File: config.mk
export PLATFORM = sky130hd
export DESIGN_NAME = bqc_ctrl
export DESIGN_NICKNAME = d
export VERILOG_FILES = /design/src/hdl/bqc_pkg.sv /design/src/hdl/bqc_ctrl.sv
export SDC_FILE = /design/constraint.sdc
export NUM_CORES = 1
export LEC_CHECK = 0
export BUFFER_PORTS_ARGS = -buffer_cell sky130_fd_sc_hd__buf_2
export CAP_MARGIN = 15
export CORE_MARGIN = 10
export CORE_UTILIZATION = 49
export DETAILED_ROUTE_END_ITERATION = 8
export PLACE_DENSITY_LB_ADDON = 0.08
export SLEW_MARGIN = 20
export SYNTH_ARGS = -nofsm -noshare
export SYNTH_HDL_FRONTEND = slang
export SYNTH_SLANG_ARGS = --single-unit
File: constraint.sdc
create_clock -name clk -period 3 [get_ports clk]
set_clock_uncertainty 0.1 [all_clocks]
set_input_delay 0.6 -clock clk [delete_from_list [all_inputs] [get_ports clk]]
set_output_delay 0.6 -clock clk [all_outputs]
set_load 0.01 [all_outputs]
File: src/hdl/bqc_pkg.sv
`timescale 1ns / 1ps
// ----------------------------------------------------------------------------
// bqc_pkg
// Shared types and constants for the biquad cascade filter.
// ----------------------------------------------------------------------------
package bqc_pkg;

	localparam int SampleW = 24;
	localparam int ChanW   = 3;
	localparam int CoefW   = 32;
	localparam int MemW    = 48;
	localparam int ProdW   = 56;
	localparam int AccW    = 62;

	// register indexes
	localparam logic [1:0] REG_STAGE_COUNT  = 2'd0;
	localparam logic [1:0] REG_STAGE_BYPASS = 2'd1;
	localparam logic [1:0] REG_COEF_INDEX   = 2'd2;
	localparam logic [1:0] REG_COEF_VALUE   = 2'd3;

	// product selection for the shared multiplier
	typedef enum logic [2:0] {
		TAP_B0 = 3'd0,
		TAP_B1 = 3'd1,
		TAP_B2 = 3'd2,
		TAP_A1 = 3'd3,
		TAP_A2 = 3'd4
	} tap_t;

	typedef enum logic [3:0] {
		ST_IDLE,
		ST_SETUP,
		ST_RD,
		ST_B0,
		ST_Y,
		ST_B1,
		ST_A1,
		ST_M1,
		ST_B2,
		ST_A2,
		ST_M2,
		ST_WB,
		ST_OUT
	} state_t;

	// controller -> datapath
	typedef struct packed {
		logic load;     // capture input sample
		logic mem_rd;   // read state memories of current slot
		logic coef_rd;  // read coefficient of current tap
		logic mul;      // multiply coefficient by x or y
		logic mul_y;    // multiplier operand is y instead of x
		tap_t tap;
		logic acc_clr;  // acc <= product (first term)
		logic acc_add;  // acc += product
		logic acc_sub;  // acc -= product
		logic add_m1;   // acc += m1 << 10
		logic add_m2;   // acc += m2 << 10
		logic make_y;   // round and saturate acc into y
		logic make_m1;  // new m1 from acc
		logic make_m2;  // new m2 from acc
		logic mem_wr;   // write new m1/m2
		logic adv;      // x <= y
	} cmd_t;

	function automatic logic signed [SampleW-1:0] sat_y(input logic signed [AccW-1:0] v);
		logic signed [AccW-1:0] r;
		r = (v + (AccW'(1) <<< 26)) >>> 27;
		if (r > AccW'(signed'((1 <<< 23) - 1)))
			return {1'b0, {(SampleW-1){1'b1}}};
		else if (r < -AccW'(signed'(1 <<< 23)))
			return {1'b1, {(SampleW-1){1'b0}}};
		return r[SampleW-1:0];
	endfunction

	function automatic logic signed [MemW-1:0] sat_m(input logic signed [AccW-1:0] v);
		logic signed [AccW-1:0] r;
		r = v >>> 10;
		if (r[AccW-1:MemW-1] != {(AccW-MemW+1){r[AccW-1]}})
			return r[AccW-1] ? {1'b1, {(MemW-1){1'b0}}} : {1'b0, {(MemW-1){1'b1}}};
		return r[MemW-1:0];
	endfunction

endpackage

File: src/hdl/bqc_ctrl.sv
`timescale 1ns / 1ps
// ----------------------------------------------------------------------------
// bqc_ctrl
// Sequencer: walks stages and issues the five products of each stage.
// ----------------------------------------------------------------------------
module bqc_ctrl
	import bqc_pkg::*;
#(
	parameter int MAX_STAGES = 8,
	parameter int CHANNELS   = 8,
	parameter int StgW       = 3
) (
	input  logic           clk,
	input  logic           arst_n,
	input  logic           in_valid,
	output logic           in_ready,
	input  logic [ChanW-1:0] in_chan,
	output logic           out_valid,
	input  logic           out_ready,
	input  logic [3:0]     stage_count,
	input  logic [7:0]     stage_bypass,
	output logic [StgW-1:0] stage,
	output cmd_t           cmd
);

	state_t state_q, state_d;
	logic [StgW-1:0] stage_q, stage_d;
	logic [4:0] nstg;
	logic [4:0] last_q, last_d;
	logic       skip;
	logic [4:0] next_stage;
	logic       chan_ok;
	logic [4:0] cur;

	assign stage = stage_q;
	assign cur = 5'(stage_q);
	assign nstg = (5'(stage_count) > 5'(MAX_STAGES)) ? 5'(MAX_STAGES) : 5'(stage_count);
	assign chan_ok = (32'(in_chan) < 32'(CHANNELS));
	assign skip = (cur < 5'd8) && stage_bypass[cur[2:0]];
	assign next_stage = cur + 5'd1;

	always_ff @(posedge clk or negedge arst_n) begin
		if (!arst_n) begin
			state_q <= ST_IDLE;
			stage_q <= '0;
			last_q  <= '0;
		end else begin
			state_q <= state_d;
			stage_q <= stage_d;
			last_q  <= last_d;
		end
	end

	always_comb begin
		state_d   = state_q;
		stage_d   = stage_q;
		last_d    = last_q;
		cmd       = '0;
		in_ready  = 1'b0;
		out_valid = 1'b0;
		case (state_q)
			ST_IDLE: begin
				in_ready = 1'b1;
				if (in_valid) begin
					cmd.load = 1'b1;
					stage_d  = '0;
					last_d   = chan_ok ? nstg : 5'd0;
					state_d  = ST_SETUP;
				end
			end
			ST_SETUP: begin
				if (cur >= last_q)
					state_d = ST_OUT;
				else if (skip) begin
					if (next_stage >= last_q)
						state_d = ST_OUT;
					else
						stage_d = StgW'(next_stage);
				end else
					state_d = ST_RD;
			end
			ST_RD: begin
				cmd.mem_rd  = 1'b1;
				cmd.coef_rd = 1'b1;
				cmd.tap     = TAP_B0;
				state_d     = ST_B0;
			end
			ST_B0: begin
				cmd.mul     = 1'b1;
				cmd.tap     = TAP_B0;
				cmd.coef_rd = 1'b1;
				state_d     = ST_Y;
			end
			ST_Y: begin
				cmd.acc_clr = 1'b1;
				cmd.add_m1  = 1'b1;
				cmd.make_y  = 1'b1;
				cmd.tap     = TAP_B1;
				cmd.coef_rd = 1'b1;
				state_d     = ST_B1;
			end
			ST_B1: begin
				// b1*x now; fetch a1 for the next product
				cmd.mul     = 1'b1;
				cmd.tap     = TAP_A1;
				cmd.coef_rd = 1'b1;
				state_d     = ST_A1;
			end
			ST_A1: begin
				cmd.acc_clr = 1'b1;
				cmd.add_m2  = 1'b1;
				cmd.mul     = 1'b1;
				cmd.mul_y   = 1'b1;
				cmd.tap     = TAP_A1;
				cmd.coef_rd = 1'b1;
				state_d     = ST_M1;
			end
			ST_M1: begin
				cmd.acc_sub = 1'b1;
				cmd.make_m1 = 1'b1;
				cmd.tap     = TAP_B2;
				cmd.coef_rd = 1'b1;
				state_d     = ST_B2;
			end
			ST_B2: begin
				// b2*x now; fetch a2 for the next product
				cmd.mul     = 1'b1;
				cmd.tap     = TAP_A2;
				cmd.coef_rd = 1'b1;
				state_d     = ST_A2;
			end
			ST_A2: begin
				cmd.acc_clr = 1'b1;
				cmd.mul     = 1'b1;
				cmd.mul_y   = 1'b1;
				cmd.tap     = TAP_A2;
				state_d     = ST_M2;
			end
			ST_M2: begin
				cmd.acc_sub = 1'b1;
				cmd.make_m2 = 1'b1;
				state_d     = ST_WB;
			end
			ST_WB: begin
				cmd.mem_wr = 1'b1;
				cmd.adv    = 1'b1;
				if (next_stage >= last_q)
					state_d = ST_OUT;
				else begin
					stage_d = StgW'(next_stage);
					state_d = ST_SETUP;
				end
			end
			ST_OUT: begin
				out_valid = 1'b1;
				if (out_ready)
					state_d = ST_IDLE;
			end
			default: state_d = ST_IDLE;
		endcase
	end

endmodule

==> results of run 1 <==
## power by group through the flow
stage | Sequential (mW) | Combinational, mW | Clock [mW]
floorplan | 0.269 | 0.773 | 0
global placement | 0.365 | 0.847 | 0
detailed placement | 0.369 | 0.869 | 0
CTS | 0.365 | 0.870 | 0.105
global route | 0.385 | 0.958 | 0.116
finish | 0.363 | 0.860 | 0.0991
## final cells by class
class                   instances  area (µm²)
repair buffers                 37         185
well taps                      28        35.0
fillers                       214         897
inverters                       6        22.5
multi-input cells             100         749
clock buffers                   4        26.3
flip-flops and latches         11         275
## cells in the mapped netlist, types with 3 or more instances
cell and number:
nor3_1 6, nor2_1 16, inv_1 6, ha_1 8, nand3b_1 4, clkbuf_1 3
nand2_1 9, o21ai_0 8, nand2b_1 8, a21oi_1 4, dfrtp_1 11, buf_4 4
mux2i_1 3
## cells by family after synthesis
family,synth area share [%]
AND/OR/NAND/NOR,26.5
XOR/XNOR,3.14
buffers and inverters,8.18
AO/OA/AOI/OAI,22.2
adder cells (fa/ha/maj),8.97
other,0.336
multiplexers,6.05
flip-flops,24.7
## cells in the final DEF, fill, tap and decap left out, types with 2 or more instances in the layout
cell and n:
dfrtp_1 11, nand3b_1 4, a21oi_1 4, buf_2 37, xnor2_1 2, nor2_1 16
o21ai_0 8, mux2_1 2, mux2i_1 3, nor3_1 6, xor2_1 2, o22ai_1 2
nor3b_1 2, ha_1 8, clkbuf_4 3, inv_1 6, a221oi_1 2, nand2_1 9
nand2b_1 8, nor2b_1 2
## path summary, 6_finish.rpt
kind / startpoint / endpoint / slack, ns / cells after the start
max reg2reg: stage[0] / stage[0] / 0.41 / 8
max in group asynchronous: arst_n / state_q[0] / 2.50 / 1
min: arst_n / last_q[3] / 0.1 / 1
max: stage[0] / stage[0] / 0.41 / 8
min reg2reg: last_q[0] / last_q[0] / 0.45 / 2
min in group clk: last_q[0] / last_q[0] / 0.45 / 2
## metal layers
layer / GRT usage (%) / wire (µm) / vias to the layer above
met5: 0 / 0 / -
met4: 4.36 / 19 / 0
met3: 2.48 / 131 / 2
met2: 21.1 / 1380 / 25
met1: 12.9 / 1140 / 474
li1: - / - / 509
## state kept, by name, summed over array words and instances, names as in the netlist
| register | count |
|---|---|
| last_q | 4 |
| state_q | 4 |
| stage | 3 |
==> results.json, run 1 <==
{
  "status": "complete, no violations",
  "holdBufCountCts": 0,
  "ys_ff_latch": 11,
  "path_max_fanout": 10,
  "p_clk_share_pct": 7.5,
  "dpl_cell_area_um2": 1270,
  "finalCriticalPeriod_ns": 2.59,
  "internal_power_mw": 0.662,
  "grt_max_degree": 17,
  "switchingPower_mw": 0.660,
  "ctsResizeCount": 0,
  "fin_area_um2": 1290,
  "grt_pass1_vias": 993,
  "drt_iter0_markers": 27,
  "comb_power_share_pct": 65.0,
  "rsz0062_at_grt": "false",
  "clk_pin_slew_ns": 0.07,
  "drcViolationCount": 0,
  "placedCellCount": 182,
  "layout-drive-gt1-share_pct": 32.9,
  "slew_headroom_pct": 59.0,
  "fin_ws_ns": 0.410,
  "synthFlopType": "dfrtp_1",
  "ys_async_sr_fraction_pct": 100,
  "clock_latency_ns": 0.26,
  "gr-total-overflow": 0,
  "start_util_pct": 50.9,
  "clockRootBuffer": "clkbuf_4",
  "p_leak_nw": 0.642,
  "clock_sinks": 11,
  "required_ns": 3.05,
  "vias_per_cell": 5.43,
  "crit_path_end_kind": "flip-flop",
  "tns_ns": 0,
  "p_sw_share_pct": 49.9,
  "syn-mean-instance-area_um2": 8.79,
  "critPathBufInv": 0,
  "synth_area_leader_cell": "dfrtp_1",
  "vias": 1010,
  "coreArea_um2": 2190,
  "grt_usage_pct": 11.7,
  "worstHoldPathType": "primary input to async pin",
  "whs_ns": 0.0979,
  "n_antenna_cell": 0,
  "syn_nets": 154,
  "crit_chain": "ha_1 > xor2_1 > ha_1 > nor3_1 > a211oi_2 > o21a_2 > a21oi_2 > mux2_1",
  "synthTopCellsByArea": "dfrtp_1, ha_1, nor2_1",
  "post_drt_wl_per_cell_um": 14.4,
  "fin_util_pct": 59.1,
  "io_buffers": 37,
  "synthCells": 127,
  "placementRows": 17,
  "post-dp-hpwl_mm": 2.16,
  "antenna_found_initial": 0,
  "tightest_slew_ns": 0.614,
  "cp-start-kind": "flip-flop",
  "setup_violations": 0,
  "ys_seq_area_share_pct": 24.7,
  "dr.pass1.iters": 4,
  "drv_cap": 0,
  "cpMaxStageDelayCell": "dfrtp_1",
  "die_h_um": 67.7,
  "die_w_um": 67.7,
  "crit_top_cell": "ha_1",
  "worstSetupPathType": "flip-flop to flip-flop",
  "htree_levels": 1,
  "ir_drop_uv": 470,
  "slowest_delay_ns": 0.61,
  "io_pins": 42,
  "fmax_ghz": 0.386,
  "critical_path.top_delay_family": "flip-flops",
  "place_congestion": 0.746,
  "layout.nets": 186,
  "drv_slew": 0,
  "yosys.cell_types.count": 42,
  "finalCritPeriodShare_pct": 86.3,
  "synth_top_area_share_pct": 24.7,
  "cts_made_buffers": 3,
  "p_per_area_nw_per_um2": 1020,
  "power_mw": 1.32,
  "hold_viol": 0,
  "dpl_worst_slack_ns": 0.401,
  "clockBufferDepth": 2,
  "power.share.sequential_pct": 27.5,
  "cts_tree": "built",
  "flow.area_growth_from_synthesis_pct": 15.9,
  "synth_area_um2": 1120,
  "drt_wl_total_mm": 2.67,
  "arrival_ns": 2.64,
  "final_cells": 186,
  "ant_nets": 0,
  "die-area_um2": 4590,
  "cts_setup_buffers": 0,
  "ys.warnings.count": 0,
  "synth_edf_count": 0,
  "grt_pass1_wl_mm": 4.34
}
(Power assumes the default switching activity.)
==> run 2, diff against run 1 <==
==> constraint.sdc (replaced) <==
create_clock -name clk -period 2.4 [get_ports clk]
set_clock_uncertainty 0.1 [all_clocks]
set_input_delay 0.48 -clock clk [delete_from_list [all_inputs] [get_ports clk]]
set_output_delay 0.48 -clock clk [all_outputs]
set_load 0.01 [all_outputs]
==> run 2 against run 1 <==
Fmax rose by 15%. Via count rose by 3.1%. Power rose by 36%. Sequential power rose by 8.0%. Utilization rose by 3.8 points. Critical path type unchanged. Critical endpoint is now stage[1]. Largest cell class unchanged. Largest power group unchanged. Highest routed layer unchanged.
==> results.json, run 2 (synthesized netlist as in run 1, its figures left out) <==
{
  "ir_drop_uv": 700,
  "io_buffers": 37,
  "clock_latency_ns": 0.26,
  "crit_top_cell": "ha_1",
  "met2WireLength_mm": 1.48,
  "layout_common_cells": "buf_2, nor2_1, nand2_1, dfrtp_1",
  "drcViolationCount": 0,
  "topRoutingLayerUsed": "met4",
  "finalCriticalPeriod_ns": 2.25,
  "drv_slew": 0,
  "die_h_um": 67.7,
  "post-dp-hpwl_mm": 2.26,
  "regArea_um2": 278,
  "wl_met3_um": 142,
  "clock_sinks": 11,
  "vias_per_cell": 5.37,
  "arrival_ns": 2.30,
  "htree_levels": 1,
  "rsz0062_at_grt": "false",
  "multi_input_area_um2": 767,
  "slowest_delay_ns": 0.41,
  "gr-total-overflow": 0,
  "setup_violations": 0,
  "hold_viol": 0,
  "antenna_found_initial": 0,
  "drt_iter0_markers": 19,
  "start_util_pct": 50.9,
  "status": "complete, no violations",
  "cp-start-kind": "flip-flop",
  "p_leak_nw": 0.684,
  "n_antenna_cell": 0,
  "coreArea_um2": 2190,
  "worstSetupPathType": "flip-flop to flip-flop",
  "place_congestion": 0.747,
  "wl_met1_mm": 1.13,
  "vias": 1041,
  "grt_pass1_wl_mm": 4.64,
  "required_ns": 2.45,
  "grt_max_degree": 14,
  "clockRootBuffer": "clkbuf_4",
  "grt_usage_pct": 12.5,
  "cts_made_buffers": 3,
  "path_max_fanout": 4,
  "drt_wl_total_mm": 2.78,
  "whs_ns": 0.358,
  "crit_chain": "ha_1 > xor2_1 > ha_1 > nor3_2 > a211oi_2 > o21a_2 > a21oi_4 > mux2_1",
  "critPathBufInv": 0,
  "cts_tree": "built",
  "layout.nets": 194,
  "cpMaxStageDelayCell": "dfrtp_1",
  "tns_ns": 0,
  "crit_path_end_kind": "flip-flop",
  "num-fill-cells": 202,
  "final_common_cell": "buf_2",
  "die-area_um2": 4590,
  "power_mw": 1.79,
  "placementRows": 17,
  "critical_path.top_delay_family": "adder cells",
  "clk_pin_slew_ns": 0.07,
  "io_pins": 42,
  "finalCritPeriodShare_pct": 93.9,
  "flow.area_growth_from_synthesis_pct": 23.3,
  "die_w_um": 67.7,
  "final_cells": 194,
  "drv_cap": 0,
  "fmax_ghz": 0.444,
  "ant_nets": 0,
  "grt_pass1_vias": 1069,
  "worstHoldPathType": "primary input to flip-flop",
  "clockBufferDepth": 2,
  "p_per_area_nw_per_um2": 1300,
  "layout-drive-gt1-share_pct": 38.0,
  "placedCellCount": 187,
  "dr.pass1.iters": 4,
  "post_drt_wl_per_cell_um": 14.3
}
[run 2: per-stage QoR]
step                area, µm²  utilization, %  worst slack [ns]
floorplan                1120               -             0.103
global placement         1310            59.6             0.127
detailed placement       1310            59.6            0.0820
CTS                      1340            61.2            0.0708
global route             1380            62.8           0.00173
finish                   1380            62.8             0.147
[run 2: final timing paths]
kind	from	endpoint	slack, ns	cells past startpoint
min in group asynchronous	arst_n	state_q[0]	0.52	2
max in group asynchronous	arst_n	state_q[2]	1.45	2
hold / removal	stage_count[2]	last_q[2]	0.36	3
setup / recovery	stage[0]	stage[1]	0.15	8
setup reg to reg	stage[0]	stage[1]	0.15	8
hold reg to reg	last_q[0]	last_q[0]	0.44	2
[run 2: power by group]
| group | total, mW | switching, mW | internal [mW] |
|---|---|---|---|
| registers | 0.392 | 0.127 | 0.265 |
| clock network | 0.126 | 0.0614 | 0.0642 |
| logic | 1.28 | 0.685 | 0.593 |
| total | 1.79 | 0.873 | 0.922 |
[run 2: cell type report]
| type | instances | area share, % |
|---|---|---|
| flip-flops and latches | 11 | 20.2 |
| well taps | 28 | 2.55 |
| multi-input cells | 100 | 55.7 |
| repair buffers | 45 | 18.0 |
| inverters | 6 | 1.64 |
| clock buffers | 4 | 1.91 |
[run 2: layer usage]
layer	up-vias	global-route usage [%]
met5	-	0
met4	0	3.85
met3	2	2.81
met2	24	23.5
met1	488	13.4
li1	527	-
[run 2: timing repair]
item / in CTS / in global routing
hold buffers: 1 / 0
resized for setup: 0 / 5
setup endpoints to repair: 0 / 6
buffers inserted: 0 / 2
hold endpoints to repair: 11 / 0
[run 2: tightest hold or removal path: stages]
cell and delay, ns:
buf_2 0.08, nand3b_1 0.06, o21ai_0 0.07
==> run 3, diff against run 2 <==
--- a/config.mk
+++ b/config.mk
@@ -5,6 +5,7 @@
 export SDC_FILE = /design/constraint.sdc
 export NUM_CORES = 1
 export LEC_CHECK = 0
+export ABC_AREA = 1
 export BUFFER_PORTS_ARGS = -buffer_cell sky130_fd_sc_hd__buf_2
 export CAP_MARGIN = 15
 export CORE_MARGIN = 10
==> constraint.sdc (replaced) <==
create_clock -name clk -period 2.2 [get_ports clk]
set_clock_uncertainty 0.1 [all_clocks]
set_input_delay 0.44 -clock clk [delete_from_list [all_inputs] [get_ports clk]]
set_output_delay 0.44 -clock clk [all_outputs]
set_load 0.01 [all_outputs]
==> run 3 against run 2 <==
Fmax increased by 11%. Hold slack lost 0.083 ns. Clock power rose by 8%. Sequential share of layout area down 0.57 points. Cell count grew 28%. First-iteration DRC count rose to 4.1 times the previous value. Synthesized cell count up 39%. Wire length is 1.4% lower. Via count up 13%.
==> results.json, run 3 <==
{
  "status": "complete, no violations",
  "drcViolationCount": 0,
  "grt_usage_pct": 12.2,
  "critPathBufInv": 1,
  "placementRows": 17,
  "cts_setup_buffers": 0,
  "synthFlopType": "dfrtp_1",
  "dr.pass1.iters": 4,
  "cpMaxStageDelayCell": "dfrtp_1",
  "drt_iter0_markers": 77,
  "final_common_cell": "nand2_1",
  "tns_ns": 0,
  "coreArea_um2": 2190,
  "synth_area_um2": 1120,
  "finalCriticalPeriod_ns": 2.03,
  "clockBufferDepth": 2,
  "crit_chain": "ha_2 > or2_4 > nand2_2 > ha_1 > nand2_1 > inv_1 > nand2_2 > nand3_2 > a21boi_4 > nand2_2 > nand2_1 > nand2_1",
  "synthTopCellsByCount": "nand2_1, inv_1, nor2_1",
  "vias": 1180,
  "critical_path.top_delay_family": "simple AND/OR/NAND/NOR gates",
  "ys_ff_latch": 11,
  "cts_tree": "built",
  "die_h_um": 67.9,
  "grt_max_degree": 12,
  "ys.warnings.count": 0,
  "htree_levels": 1,
  "required_ns": 2.26,
  "syn-mean-instance-area_um2": 6.35,
  "arrival_ns": 2.09,
  "clock_sinks": 11,
  "hold_viol": 0,
  "slowest_delay_ns": 0.42,
  "finalCritPeriodShare_pct": 92.4,
  "crit_path_end_kind": "flip-flop",
  "whs_ns": 0.275,
  "p_leak_nw": 0.911,
  "p_per_area_nw_per_um2": 1260,
  "place_congestion": 0.862,
  "die_w_um": 67.9,
  "ant_nets": 0,
  "synth-compound-area-share_pct": 11.2,
  "drv_cap": 0,
  "num-fill-cells": 218,
  "fmax_ghz": 0.492,
  "power_mw": 1.77,
  "cts_made_buffers": 3,
  "vias_per_cell": 4.76,
  "cp-start-kind": "flip-flop",
  "io_pins": 42,
  "rsz0062_at_grt": "false",
  "ys_async_sr_fraction_pct": 100,
  "clockRootBuffer": "clkbuf_4",
  "flow.area_growth_from_synthesis_pct": 24.8,
  "layout-drive-gt1-share_pct": 30.5,
  "synthTopCellsByArea": "dfrtp_1, nand2_1, inv_1",
  "grt_pass1_wl_mm": 4.54,
  "syn_nets": 204,
  "synth-xor-area-share_pct": 0,
  "synth_top_family_by_area": "simple AND/OR/NAND/NOR gates",
  "n_antenna_cell": 0,
  "grt_pass1_vias": 1041,
  "ir_drop_uv": 768,
  "post-dp-hpwl_mm": 2.35,
  "worstSetupPathType": "flip-flop to flip-flop",
  "path_max_fanout": 4,
  "synth_area_leader_cell": "dfrtp_1",
  "synth.area.mux_share_pct": 0,
  "gr-total-overflow": 0,
  "synth-adder-area-share_pct": 8.90,
  "synth_edf_count": 0,
  "yosys.area_share.simple_pct": 39.5,
  "drv_slew": 0,
  "yosys.cell_types.count": 27,
  "clk_pin_slew_ns": 0.07,
  "layout_common_cells": "nand2_1, buf_2, inv_1, nor2_1, nand3_1",
  "setup_violations": 0,
  "layout.nets": 248,
  "ys_seq_area_share_pct": 24.5,
  "die-area_um2": 4610,
  "clock_latency_ns": 0.27,
  "synthMostInstantiatedCell": "nand2_1",
  "io_buffers": 37,
  "worstHoldPathType": "primary input to flip-flop",
  "drt_wl_total_mm": 2.74,
  "start_util_pct": 51.3,
  "synth_top_area_share_pct": 24.5,
  "post_drt_wl_per_cell_um": 11.0,
  "synthCells": 177,
  "antenna_found_initial": 0
}
## run 3: cell count changes in the layout (fill, tap and decap cells not counted), sizes merged, moves of 3 or more
cell,before,now
nand2,9,58
inv,6,40
nand3,0,14
nand2b,8,0
nor2,16,21
nor3,6,1
a221oi,3,0
buf,44,41
mux2,3,0
mux2i,3,0
nand3b,4,1
nor3b,3,0
## run 3: final cells by class
type / count / area, µm² / share of cell area (%)
multi-input combinational: 123 / 688 / 49.0
sequential: 11 / 275 / 19.6
timing repair buffer: 42 / 225 / 16.0
inverter: 40 / 153 / 10.9
tap: 28 / 35.0 / 2.50
clock buffer: 3 / 22.5 / 1.60
clock inverter: 1 / 5.00 / 0.357
## run 3: logic make-up (layout without fill, tap and decap cells)
family          Yosys count  in the layout
other cells               1              1
compound gates           18             18
flops                    11             11
simple gates             96             96
buf+inv                  43             86
fa+ha+maj                 8              8
## run 3: power breakdown
part	total [mW]	leakage, nW	switching (mW)	internal (mW)
clock	0.136	0.0177	0.0685	0.0673
sequential	0.364	0.141	0.0827	0.281
combinational	1.27	0.752	0.794	0.478
## run 3: through the flow
| stage | setup WS (ns) | area (µm²) | std cells | util (%) |
|---|---|---|---|---|
| 2_1_floorplan | 0.0630 | 1120 | 177 | - |
| 5_1_grt | 0.0202 | 1400 | 248 | 64.1 |
| 3_5_place_dp | 0.0669 | 1350 | 243 | 61.7 |
| 4_1_cts | 0.0488 | 1390 | 248 | 63.4 |
| 3_3_place_gp | 0.0999 | 1350 | 243 | 61.7 |
| 6_report | 0.167 | 1400 | 248 | 64.1 |
## run 3: path summary, 6_finish.rpt
| path | startpoint | endpoint | slack (ns) | depth (start not counted) |
|---|---|---|---|---|
| worst min register to register | stage[1] | stage[1] | 0.45 | 2 |
| min in group asynchronous | arst_n | state_q[0] | 0.46 | 2 |
| worst max-delay path | stage[0] | stage[2] | 0.17 | 12 |
| worst max register to register | stage[0] | stage[2] | 0.17 | 12 |
| worst min-delay path | stage_count[2] | last_q[2] | 0.28 | 3 |
| max in group asynchronous | arst_n | state_q[1] | 1.33 | 2 |
## run 3: repair_timing
action	CTS	global route
endpoints found under the hold margin	11	0
gates resized for setup	0	5
setup endpoints to repair	0	5
hold buffers	1	0
## run 3: tightest hold or removal path: stages
cell     delay [ns]
buf_2          0.07
nand2_1        0.04
o21ai_1        0.06
## run 3: metal layers
metal,up-vias,track usage [%],wire [µm]
met5,-,0,0
met4,0,1.51,8
met3,2,5.38,305
met2,39,20.3,1220
met1,507,14.6,1200
li1,632,-,-
